File: src/rtl/vlfr_sqrt.sv
// Pipelined integer square root, one root bit per stage.
module vlfr_sqrt #(
  parameter int IW = 48
) (
  input  logic            clk,
  input  logic            en,
  input  logic [IW-1:0]   d,
  output logic [IW/2-1:0] root
);

  localparam int OW = IW / 2;

  logic [IW-1:0] v_r [OW];
  logic [IW-1:0] r_r [OW];

  for (genvar g = 0; g < OW; g++) begin : g_stage
    logic [IW-1:0] vi, ri, bitv, trial, v_nxt, r_nxt;
    if (g == 0) begin : g_first
      assign vi = d;
      assign ri = '0;
    end else begin : g_next
      assign vi = v_r[g-1];
      assign ri = r_r[g-1];
    end
    assign bitv  = IW'(1) << (IW - 2 - 2 * g);
    assign trial = ri + bitv;
    always_comb begin
      if (vi >= trial) begin
        v_nxt = vi - trial;
        r_nxt = (ri >> 1) + bitv;
      end else begin
        v_nxt = vi;
        r_nxt = ri >> 1;
      end
    end
    always_ff @(posedge clk) begin
      if (en) begin
        v_r[g] <= v_nxt;
        r_r[g] <= r_nxt;
      end
    end
  end

  assign root = r_r[OW-1][OW-1:0];

endmodule

File: config.mk
export PLATFORM = sky130hd
export DESIGN_NAME = vlfr_sqrt
export DESIGN_NICKNAME = d
export VERILOG_FILES = /design/src/rtl/vlfr_sqrt.sv
export SDC_FILE = /design/constraint.sdc
export NUM_CORES = 2
export LEC_CHECK = 0
export BUFFER_PORTS_ARGS = -buffer_cell sky130_fd_sc_hd__buf_2
export CAP_MARGIN = 20
export CORE_MARGIN = 2
export CORE_UTILIZATION = 51
export CTS_CLUSTER_SIZE = 16
export DETAILED_ROUTE_END_ITERATION = 10
export PLACE_DENSITY = 0.74
export SYNTH_ARGS = -nofsm -noshare
export SYNTH_HDL_FRONTEND = slang
export SYNTH_SLANG_ARGS = --single-unit
File: constraint.sdc
create_clock -name clk -period 6.2 [get_ports clk]
set_input_delay 0.31 -clock clk [delete_from_list [all_inputs] [get_ports clk]]
set_output_delay 0.31 -clock clk [all_outputs]
set_load 0.1 [all_outputs]
### After elaboration in Yosys (flattened, before gate mapping)

Memory sizes are Yosys's and may differ from the RTL's.
Index checks and enable logic that the tools add are counted.
W data, S select, Z words.

| word-level totals | value |
|---|---|
| flip-flop bits (word level) | 0 |
| bits in writable memories | 2304 |
| input bits | 50 |
| output and inout bits | 24 |
| memories | 2 |

| operators by class | value |
|---|---|
| $add $sub $neg | 70 |
| order comparisons | 24 |
| mux-type cells | 50 |

Memory list:

| memory | words | width | read ports | clocked after Yosys merged registers in | write ports | RTL line | text |
|---|---|---|---|---|---|---|---|
| r_r | 24 | 48 | 24 | 0 | 24 | 14 | `logic [IW-1:0] r_r [OW];` |
| v_r | 24 | 48 | 23 | 0 | 24 | 13 | `logic [IW-1:0] v_r [OW];` |

Operators with widths:

| kind | count |
|---|---|
| $mux W48 | 47 |
| $ge A48 B48 Y1 | 23 |
| $sub A48 B48 Y48 | 23 |
| $add A47 B1 Y48 const B | 1 |
| $add A47 B11 Y48 const B | 1 |
| $add A47 B13 Y48 const B | 1 |
| $add A47 B15 Y48 const B | 1 |
| $add A47 B17 Y48 const B | 1 |
| $add A47 B19 Y48 const B | 1 |
| $add A47 B21 Y48 const B | 1 |
| $add A47 B23 Y48 const B | 1 |
| $add A47 B25 Y48 const B | 1 |
| $add A47 B27 Y48 const B | 1 |
| $add A47 B29 Y48 const B | 1 |
| $add A47 B3 Y48 const B | 1 |
| $add A47 B31 Y48 const B | 1 |
| $add A47 B33 Y48 const B | 1 |
| $add A47 B35 Y48 const B | 1 |
| $add A47 B37 Y48 const B | 1 |
| $add A47 B39 Y48 const B | 1 |
| $add A47 B41 Y48 const B | 1 |
| $add A47 B43 Y48 const B | 1 |
| $add A47 B45 Y48 const B | 1 |
| $add A47 B5 Y48 const B | 1 |
| 29 further kinds | 30 |

### Longest topological paths before layout

An unclocked memory read counts as a cell.

| logic depth | value |
|---|---|
| depth after elaboration | 4 |
| gate-level depth with buffers | 13 |

### Least setup slack after synthesis

No wires, ideal clock.

| timing | value |
|---|---|
| path type | flip-flop to flip-flop |
| start | mem v_r[18][10] (netlist: v_r[2][106]) |
| end | mem v_r[19][46] (netlist: v_r[2][190]), data pin |
| arrival | 2.805 ns |
| slack | 3.122 ns |
| cell stages (with the launch flop) | 11 |
| path buffers | 1 |
| clock period less this slack | 3.078 ns |
| cell sequence | edfxtp_1 > ha_1 > nor2b_1 > o31a_1 > o41a_1 > or4b_4 > a31oi_2 > o31ai_2 > buf_2 > nor4b_1 > xor2_1 |

RTL lines:

| element | RTL line |
|---|---|
| start: declaration | 13 |

==> impl_metrics.env <==
export IMPL_postPlaceCellArea_um2=69600
export IMPL_start_util=0.512
export IMPL_clk_latency_ns=0.79
export IMPL_cp_cell_sequence="or4_1 > nor3_1 > nand4_1 > nor3_1 > and2_1 > clkinv_2 > nand2b_1 > nor3_1 > xor2_1"
export IMPL_synth_avg_cell_area_um2=12.8
export IMPL_end_kind="register"
export IMPL_synth_fp_nets=5634
export IMPL_fin_crit_ns=4.13
export IMPL_rows=133
export IMPL_outcome="completed"
export IMPL_combinationalPowerShare=0.182
export IMPL_clock_root_buffer="clkbuf_16"
export IMPL_drt_iter0_drc=3112
export IMPL_synthArstFlopShare=0
export IMPL_grt_pass1_vias=41932
export IMPL_p_sw_uw=7450
export IMPL_fp_coreArea_um2=131000
export IMPL_design_area_um2=75000
export IMPL_drv_slew=0
export IMPL_ir_drop_uv=307
export IMPL_slowest_stage="and2_1"
export IMPL_synthCells=5262
export IMPL_cp_max_fo=25
export IMPL_hold_path_class="in2reg"
export IMPL_yosysWarningCount=0
export IMPL_fmax_mhz=242
export IMPL_cpMostUsedCell="nor3_1"
export IMPL_ys_ff_latch=1404
export IMPL_die_area_um2=135000
export IMPL_ant_nets=0
export IMPL_h_tree_depth=4
export IMPL_worst_pin_slew_ns=1.16
export IMPL_p_leak_uw=0.0282
export IMPL_drcViolationCount=0
export IMPL_wl_mm=139
export IMPL_clk_path_buf_depth=3
export IMPL_seq_area_frac_synth=0.628
export IMPL_syn_area_um2=67200
export IMPL_die_w_um=367
export IMPL_clock_skew_ns=0.0523
export IMPL_detail_route_wl_per_cell_um=18.9
export IMPL_hold_viol=0
export IMPL_cts_tree="yes"
export IMPL_io_pins=74
export IMPL_finish_net_count=5843
export IMPL_cts_setup_buffers=0
export IMPL_grt_antenna_before_repair=4
export IMPL_finalSetupViolations=0
export IMPL_clkSinkCount=1404
export IMPL_p_sw_frac=0.282
export IMPL_p_int_uw=19000
export IMPL_dr_pass1_iters=6
export IMPL_finalCritPeriodShare=0.667
export IMPL_slew_headroom=0.227
export IMPL_maxCapViolations=0
export IMPL_drive_gt1_frac=0.0744
export IMPL_max_stage_delay_ns=0.70
export IMPL_io_buffers=73
export IMPL_place_congestion=0.939
export IMPL_syn_to_final_growth_pct=11.7
export IMPL_pwr_share_seq=0.486
export IMPL_grt_use_total=0.205
export IMPL_viasPerCell=5.70
export IMPL_die_h_um=367
export IMPL_post_dp_hpwl_mm=100
export IMPL_worstPathArrival_ns=4.65
export IMPL_vias=41899
export IMPL_synth_ff_type="edfxtp_1"
export IMPL_clk_pin_slew_ns=0.06
export IMPL_grt_first_pass_wirelength_mm=220
export IMPL_cts_buffers_inserted=148
export IMPL_p_clk_frac=0.331
export IMPL_critPathLaunchType="register"
export IMPL_grt_overflow=0
export IMPL_rsz0062_at_grt="no"
export IMPL_synth_cell_types=101
export IMPL_powerDensity_nw_per_um2=352
export IMPL_crit_type="reg2reg"
export IMPL_grt_max_degree=193
export IMPL_critical_path_required_ns=6.71
export IMPL_synth_edf_count=1404
export IMPL_setup_tns_ns=0
final timing paths:
check / start / end / slack, ns / depth (start not counted)
worst max register to register: v_r[2][223] / v_r[2][276] / 2.07 / 9
worst min-delay path: en / v_r[1][187] / 0.02 / 1
worst max-delay path: v_r[2][223] / v_r[2][276] / 2.07 / 9
worst min register to register: v_r[1][336] / v_r[2][0] / 0.43 / 0
cell type report:
type	instances	area [um^2]
tap	1755	2200
timing repair buffer	151	1170
inverter	398	1500
clock inverter	95	1060
multi-input combinational	3368	23100
sequential	1404	42200
clock buffer	172	3810
fill	10258	56100
antenna	2	5.00
power by group through the flow:
stage	Sequential (uW)	Combinational, uW	Clock (uW)
final	12900	4820	8760
after global routing	13000	5370	9320
after CTS	12800	4780	8910
after detailed placement	13000	4720	0
after global placement	13000	4640	0
after floorplan	12700	3560	0
state kept, by name (all words and copies together), names as in the netlist:
register  flops
v_r        1104
r_r         300
critical path: cells and delay by family, from the launching register on:
family	cells	cell delay [ns]
xor gates and xnor gates	1	0.17
buffers and inverters	1	0.29
DFF	1	0.47
and+or+nand+nor	7	2.92
stage by stage:
step | power, uW | instances | hold slack [ns] | util | setup WS (ns)
finish | 26400 | 7345 | 0.0215 | 0.572 | 2.07
global route | 27700 | 7345 | 0.0620 | 0.572 | 1.84
CTS | 26500 | 7340 | 0.0778 | 0.572 | 2.11
detailed placement | 17700 | 7025 | 0.427 | 0.531 | 2.12
global placement | 17600 | 7025 | 0.425 | 0.531 | 2.22
floorplan | 16300 | 5262 | 0.409 | - | 3.12
Yosys cell counts (57+ instances only):
| master | number | area share |
|---|---|---|
| edfxtp_1 | 1404 | 0.63 |
| inv_1 | 396 | 0.022 |
| nor2_1 | 347 | 0.019 |
| nand2_1 | 329 | 0.018 |
| ha_1 | 322 | 0.060 |
| a21oi_1 | 294 | 0.022 |
| xnor2_1 | 243 | 0.032 |
| xor2_1 | 228 | 0.030 |
| o21ai_0 | 224 | 0.017 |
| nor4_1 | 159 | 0.015 |
| nor3_1 | 151 | 0.011 |
| a21o_1 | 104 | 0.012 |
| nand3_1 | 87 | 0.0065 |
| nand4_1 | 79 | 0.0074 |
| o21a_1 | 60 | 0.0067 |
| clkbuf_1 | 58 | 0.0032 |
| nand2b_1 | 57 | 0.0053 |
repair_timing:
item | 4_1_cts | 5_1_grt
endpoints found under the hold margin | 48 | 0
hold buffers | 48 | 0
resized for setup | 0 | 0
placed cells by master (no fill, tap or decap), types with 26 or more instances in the layout:
| cell type | count |
|---|---|
| clkinv_1 | 35 |
| ha_1 | 322 |
| or4_1 | 50 |
| o21ai_0 | 224 |
| nor2b_1 | 39 |
| nor4b_1 | 31 |
| inv_1 | 396 |
| a21oi_1 | 294 |
| nor4_1 | 158 |
| nor3_1 | 150 |
| nand2_1 | 329 |
| dlygate4sd3_1 | 48 |
| o31ai_1 | 38 |
| xor2_1 | 228 |
| nor2_1 | 346 |
| o21a_1 | 60 |
| a21o_1 | 104 |
| or3_1 | 50 |
| nand3_1 | 87 |
| nand4_1 | 79 |
| xnor2_1 | 243 |
| nand2b_1 | 57 |
| a31oi_1 | 27 |
| clkbuf_16 | 149 |
| buf_2 | 72 |
| mux2_2 | 39 |
| and3_1 | 28 |
| edfxtp_1 | 1404 |
| a211oi_1 | 26 |
per-layer routing:
metal	up-vias	GRT usage	part of all wire
met1	20191	0.226	0.38
met2	1160	0.391	0.54
met4	0	0.0846	0.038
li1	20221	-	-
met3	327	0.0302	0.041
met5	-	0	0
cells by family (layout without fill, tap and decap cells):
logic type                 count (synthesis)  in the layout  share of synthesized area
and+or+nand+nor                         1542           1542                      0.120
DFF                                     1404           1404                      0.628
AOI/OAI and AO/OA                        980            980                     0.0935
buffers and inverters                    490            816                     0.0285
xor gates and xnor gates                 471            471                     0.0614
adders and majority gates                322            322                     0.0600
muxes                                     53             53                    0.00894
other                                      0              2                          0
No activity file was read; power rests on OpenSTA's default activity.
