==> src/rtl/vlfr_div.sv <==
// Pipelined restoring divider, one quotient bit per stage, with overflow flag.
module vlfr_div #(
  parameter int NW = 40,
  parameter int DW = 24,
  parameter int QW = 17
) (
  input  logic          clk,
  input  logic          en,
  input  logic [NW-1:0] num,
  input  logic [DW-1:0] den,
  output logic [QW-1:0] quo,
  output logic          ovf
);

  localparam int WW = NW + DW;

  logic [WW-1:0] rem_r [QW];
  logic [DW-1:0] d_r   [QW];
  logic [QW-1:0] q_r   [QW];
  logic          ovf_r [QW];

  for (genvar g = 0; g < QW; g++) begin : g_stage
    logic [WW-1:0] ri, trial, rem_nxt;
    logic [DW-1:0] di;
    logic [QW-1:0] qi, q_nxt;
    logic          oi;
    if (g == 0) begin : g_first
      assign ri = WW'(num);
      assign di = den;
      assign qi = '0;
      // quotient too wide for QW bits
      assign oi = WW'(num) >= (WW'(den) << QW);
    end else begin : g_next
      assign ri = rem_r[g-1];
      assign di = d_r[g-1];
      assign qi = q_r[g-1];
      assign oi = ovf_r[g-1];
    end
    assign trial = WW'(di) << (QW - 1 - g);
    always_comb begin
      if (ri >= trial) begin
        rem_nxt = ri - trial;
        q_nxt   = qi | (QW'(1) << (QW - 1 - g));
      end else begin
        rem_nxt = ri;
        q_nxt   = qi;
      end
    end
    always_ff @(posedge clk) begin
      if (en) begin
        rem_r[g] <= rem_nxt;
        d_r[g]   <= di;
        q_r[g]   <= q_nxt;
        ovf_r[g] <= oi;
      end
    end
  end

  assign quo = q_r[QW-1];
  assign ovf = ovf_r[QW-1];

endmodule

==> config.mk <==
export PLATFORM = sky130hd
export DESIGN_NAME = vlfr_div
export DESIGN_NICKNAME = d
export VERILOG_FILES = /design/src/rtl/vlfr_div.sv
export SDC_FILE = /design/constraint.sdc
export NUM_CORES = 2
export LEC_CHECK = 0
export BUFFER_PORTS_ARGS = -buffer_cell sky130_fd_sc_hd__buf_2
export CORE_ASPECT_RATIO = 0.6
export CORE_MARGIN = 1
export CORE_UTILIZATION = 50
export DETAILED_ROUTE_END_ITERATION = 16
export GPL_ROUTABILITY_DRIVEN = 1
export PLACE_DENSITY = 0.72
export SETUP_SLACK_MARGIN = 0.4
export SYNTH_ARGS = -nofsm -noshare
export SYNTH_HDL_FRONTEND = slang
export SYNTH_SLANG_ARGS = --single-unit
==> constraint.sdc <==
create_clock -name clk -period 4.6 [get_ports clk]
set_input_delay 0.92 -clock clk [delete_from_list [all_inputs] [get_ports clk]]
set_output_delay 0.92 -clock clk [all_outputs]
set_load 0.1 [all_outputs]
== After elaboration in Yosys (flattened, before gate mapping) ==
Memory sizes are Yosys's and may differ from the RTL's.
Index checks and enable logic that the tools add are counted.

* Bits of input ports: 66
* Latch bits: 0
* Register bits after elaboration: 0
* Memories: 4
* Memory bits (writable): 1802
* ROM bits: 0
* Output and inout port bits: 18
* Logic and storage cells: 75

* Reduce and logical (&&, ||, !) cells: 0
* Mux-type cells: 36
* Eq/ne operators: 0
* Shifts and indexed selects: 0
* $add $sub $neg: 17
* $lt $le $gt $ge: 18
* Bitwise operators: 0
* Multipliers: 0
* Div/mod/pow operators: 0

{| class="wikitable"
|+ Memory list
! memory !! words !! bits a word !! read ports !! clocked after Yosys merged registers in !! write ports !! line !! text
|-
| rem_r || 17 || 64 || 16 || 0 || 17 || 17 || <nowiki>logic [WW-1:0] rem_r [QW];</nowiki>
|-
| d_r || 17 || 24 || 16 || 0 || 17 || 18 || <nowiki>logic [DW-1:0] d_r [QW];</nowiki>
|-
| q_r || 17 || 17 || 17 || 0 || 17 || 19 || <nowiki>logic [QW-1:0] q_r [QW];</nowiki>
|-
| ovf_r || 17 || 1 || 17 || 0 || 17 || 20 || <nowiki>logic ovf_r [QW];</nowiki>
|}

{| class="wikitable"
|+ Operator list
! cell !! number
|-
| $mux W64 || 17
|-
| $ge A64 B24 Y1 || 1
|-
| $ge A64 B25 Y1 || 1
|-
| $ge A64 B26 Y1 || 1
|-
| $ge A64 B27 Y1 || 1
|-
| $ge A64 B28 Y1 || 1
|-
| $ge A64 B29 Y1 || 1
|-
| $ge A64 B30 Y1 || 1
|-
| $ge A64 B31 Y1 || 1
|-
| $ge A64 B32 Y1 || 1
|-
| $ge A64 B33 Y1 || 1
|-
| $ge A64 B34 Y1 || 1
|-
| $ge A64 B35 Y1 || 1
|-
| $ge A64 B36 Y1 || 1
|-
| $ge A64 B37 Y1 || 1
|-
| $ge A64 B38 Y1 || 1
|-
| $ge A64 B39 Y1 || 1
|-
| $sub A64 B24 Y64 || 1
|-
| $sub A64 B25 Y64 || 1
|-
| $sub A64 B26 Y64 || 1
|-
| $sub A64 B27 Y64 || 1
|-
| $sub A64 B28 Y64 || 1
|-
| $sub A64 B29 Y64 || 1
|-
| $sub A64 B30 Y64 || 1
|-
| other kinds (29) || 31
|}

== Logic depth before layout (Yosys ltp) ==
An unclocked memory read counts as a cell.

* Depth in word-level cells: 3
* Mapped depth: 15
* Mapped depth without buffers: 14

== Worst setup path before layout ==
Ideal clock, no wire load.

* Path type: register -> register
* Start: mem d_r[3][0], in the netlist d_r[0][72]
* End: mem rem_r[0][317] in the netlist's numbering, data pin
* Cell stages (with the launch flop): 14
* Period minus slack after synthesis: 3775 ps
* Library setup time: 271 ps
* Data required time: 4329 ps
* Slack: 825 ps
* Arrival time: 3504 ps
* Buffers on the path: 1
* Path through: edfxtp_1 ha_1 fa_1 nand2b_1 a21oi_1 a311oi_1 o21ai_1 a211o_1 a21oi_1 a2111oi_0 nand3_1 clkbuf_1 nor4_1 xor2_1

{| class="wikitable"
|+ RTL lines
! item !! line
|-
| from (decl) || 18
|-
| to (decl) || 17
|}

==> qor.txt <==
Tot Pwr -> 51.7 mW
First-pass GRT wire length -> 319000 µm
Predominant post-synthesis flop cell -> edfxtp_1
Fin cells -> 9888
Placed cells -> 9600
Post-Synthesis Cell Area -> 82800 µm²
Die area -> 167000 µm²
Cells after Synth -> 7234
Fin nets -> 8063
Fin worst setup slack -> 0.451 ns
Final setup viols -> 0
DRT Wirelength -> 209000 µm
Endpoints failing hold -> 0
Minimum clock period -> 4.15 ns
Synth Area in XOR/XNOR -> 0.0811
Clk root buf -> clkbuf_16
Largest net degree at the start of global routing -> 167
Antenna violations before repair -> 6
Slew HR -> 0.145
Achievable Freq -> 0.241 GHz
Site Rows -> 115
Area taken by multi-input logic gates -> 34100 µm²
Clock Path Buffers -> 4
P_leak -> 35.0 nW
Worst-path clk slew -> 0.06 ns
Avg WL per Cell -> 21.2 µm
Die height -> 317 µm
TritonCTS Buffers -> 159
Fill cell total of the finished layout -> 13500
Io pins -> 84
WS Path Type -> reg -> reg
Residual DRC count -> 0
Number of synthesized register bits -> 1555
Gr usage total -> 0.245
Fin Setup TNS -> 0 ns
Placement Setup Slack -> -0.501 ns
Status -> finished, final reports clean
Vias in the first global route -> 53900
Total grt overflow -> 0
Vias -> 58400
H-tree lvl count -> 4
Initial DRC Count -> 7020
Ys Warns -> 0
Fin. max-slew vios -> 0
Post-synth EDFFs -> 1555
RSZ-0062 raised after global routing -> false
Library cells used by synthesis -> 93
Synth Area in Simple Gates -> 0.138
Syn Area/Cell -> 11.5 µm²
Max_cap viols -> 0
Share of layout cells above drive strength 1 -> 0.0965
Post-synth ARST share -> 0
Area Growth Syn to Fin -> 12.2%
Final cycle utilization of the critical path -> 0.902
ANT nets after route -> 0
Buffers on Ports -> 83
Post-Syn Nets -> 7747
Crit. End Element -> register
Clk sinks -> 1555
Worst ir drop on vdd -> 0.000304 V
Chip width -> 527 µm
Placer Congestion -> 0.986
Adder-cell share of the synthesized area -> 0.0690
HPWL Detailed -> 158000 µm
Core area -> 164000 µm²
CP Launch Type -> register
Via density -> 5.91
Critical Path Fanout Max -> 8
Multiplexer area fraction after synthesis -> 0.00714
Worst Path Required -> 5.13 ns
DRT Pass-1 Iters -> 5
Synth Area in Compound Gates -> 0.110
Post-synthesis sequential area ratio -> 0.564
Worst hold path class -> in -> reg
CTS tree -> yes
Worst Path Arrival -> 4.68 ns
Largest family of logic cells by synthesized area -> simple AND/OR/NAND/NOR gates
Pwr per Cell Area -> 557 nW/µm²
Clk_lat worst skew -> 0.80 ns
Worst-Margin Slew -> 1.27 ns
Initial Utilization -> 0.505
Seq. cell area -> 46700 µm²
Worst clock skew -> 0.0786 ns
flip-flops by register name, indices dropped and copies added (netlist names):
register / count
ovf_r: 17
d_r: 384
q_r: 153
rem_r: 1001
final cells by class:
class | instances | area share
diodes | 6 | 0.000162
clock buffers | 185 | 0.0443
flip-flops and latches | 1555 | 0.503
well taps | 2223 | 0.0299
multi-input cells | 5006 | 0.367
inverters | 517 | 0.0209
clock inverters | 85 | 0.00875
repair buffers | 311 | 0.0260
power by group:
group	switching, mW	internal, mW	total [mW]	leakage (nW)
Combinational	10.8	7.27	18.0	17.5
Sequential	1.79	19.2	21.0	15.0
Clock	5.48	7.23	12.7	2.43
Total	18.0	33.7	51.7	35.0
kinds of logic after synthesis:
logic type / Yosys count
adders and majority gates: 447
muxes: 53
and+or+nand+nor: 2263
xor gates and xnor gates: 767
DFF: 1555
AOI/OAI and AO/OA: 1476
buffers and inverters: 673
what timing repair did:
action                     CTS  global route
buffers inserted             1            11
gates resized for setup      8            84
pin swaps                    1            11
hold buffers                 0             0
setup endpoints to repair   65           229
synthesized netlist by cell type, drive strengths merged, types with 12 or more instances:
| master | count | area [µm²] |
|---|---|---|
| or4b | 13 | 130 |
| nor3b | 24 | 180 |
| ha | 431 | 5390 |
| o41ai | 12 | 105 |
| o21a | 57 | 428 |
| nor4 | 163 | 1040 |
| a21o | 193 | 1450 |
| nand4 | 81 | 507 |
| buf | 21 | 93.8 |
| and4 | 19 | 166 |
| and2 | 30 | 188 |
| a211oi | 43 | 340 |
| clkbuf | 135 | 507 |
| edfxtp | 1555 | 46700 |
| xor2 | 381 | 3340 |
| a211o | 15 | 131 |
| a2111oi | 14 | 148 |
| nand2b | 87 | 544 |
| a21oi | 449 | 2250 |
| o31a | 14 | 123 |
| o211ai | 22 | 165 |
| nor3 | 214 | 1070 |
| or3 | 81 | 508 |
| or4 | 64 | 484 |
| o31ai | 43 | 323 |
| nand4b | 24 | 225 |
| nor2b | 61 | 382 |
| o21ai | 410 | 2050 |
| fa | 16 | 320 |
| nand3b | 24 | 180 |
| and3 | 38 | 238 |
| nor2 | 508 | 1910 |
| mux2 | 49 | 552 |
| nor4b | 27 | 255 |
| o21bai | 59 | 443 |
| nand3 | 150 | 756 |
| or2 | 30 | 188 |
| inv | 517 | 1940 |
| nand2 | 601 | 2260 |
| a31oi | 43 | 269 |
| xnor2 | 386 | 3380 |
routing by layer:
metal,GRT usage,vias to the layer above,part of all wire
li1,-,27300,-
met1,0.402,28400,0.50
met2,0.290,2521,0.35
met3,0.104,204,0.14
met4,0.0378,2,0.011
met5,0.00194,-,0.00020
critical path: stages (launching register included):
cell,delay (ns)
edfxtp_1,0.40
ha_2,0.43
or4b_2,0.74
nor4_4,0.29
buf_4,0.18
nand3_4,0.14
nand4b_1,0.18
or3_1,0.18
a211oi_4,0.07
nand4b_1,0.33
buf_4,0.22
or3_1,0.37
o31ai_1,0.26
nand2_1,0.09
placed cells by master (no fill, tap or decap), types with 61 or more instances in the layout:
cell type / n
a21oi_1: 440
xnor2_1: 386
inv_1: 515
o21ai_0: 405
nand3_1: 147
nor4_1: 140
or3_1: 78
a21o_1: 193
buf_4: 206
nand4_1: 81
edfxtp_1: 1555
nor3_1: 207
ha_1: 430
nand2_1: 600
nor2_1: 505
nand2b_1: 87
xor2_1: 381
buf_2: 82
clkbuf_16: 161
or4_1: 61
path summary, 6_finish.rpt:
kind	start	to	slack [ns]	cells after the start
max	rem_r[0][668]	rem_r[0][744]	0.45	13
min	den[4]	d_r[0][4]	0.30	1
max reg2reg	rem_r[0][668]	rem_r[0][744]	0.45	13
min reg2reg	q_r[1][65]	q_r[1][82]	0.41	0
metrics by stage:
| stage | hold slack, ns | utilization | cell area, µm² |
|---|---|---|---|
| finish | 0.300 | 0.566 | 92900 |
| global placement | 0.401 | 0.533 | 87400 |
| floorplan | 0.400 | - | 82800 |
| global route | 0.264 | 0.566 | 92900 |
| detailed placement | 0.405 | 0.533 | 87400 |
| CTS | 0.244 | 0.563 | 92400 |
No activity file was read; power rests on OpenSTA's default activity.
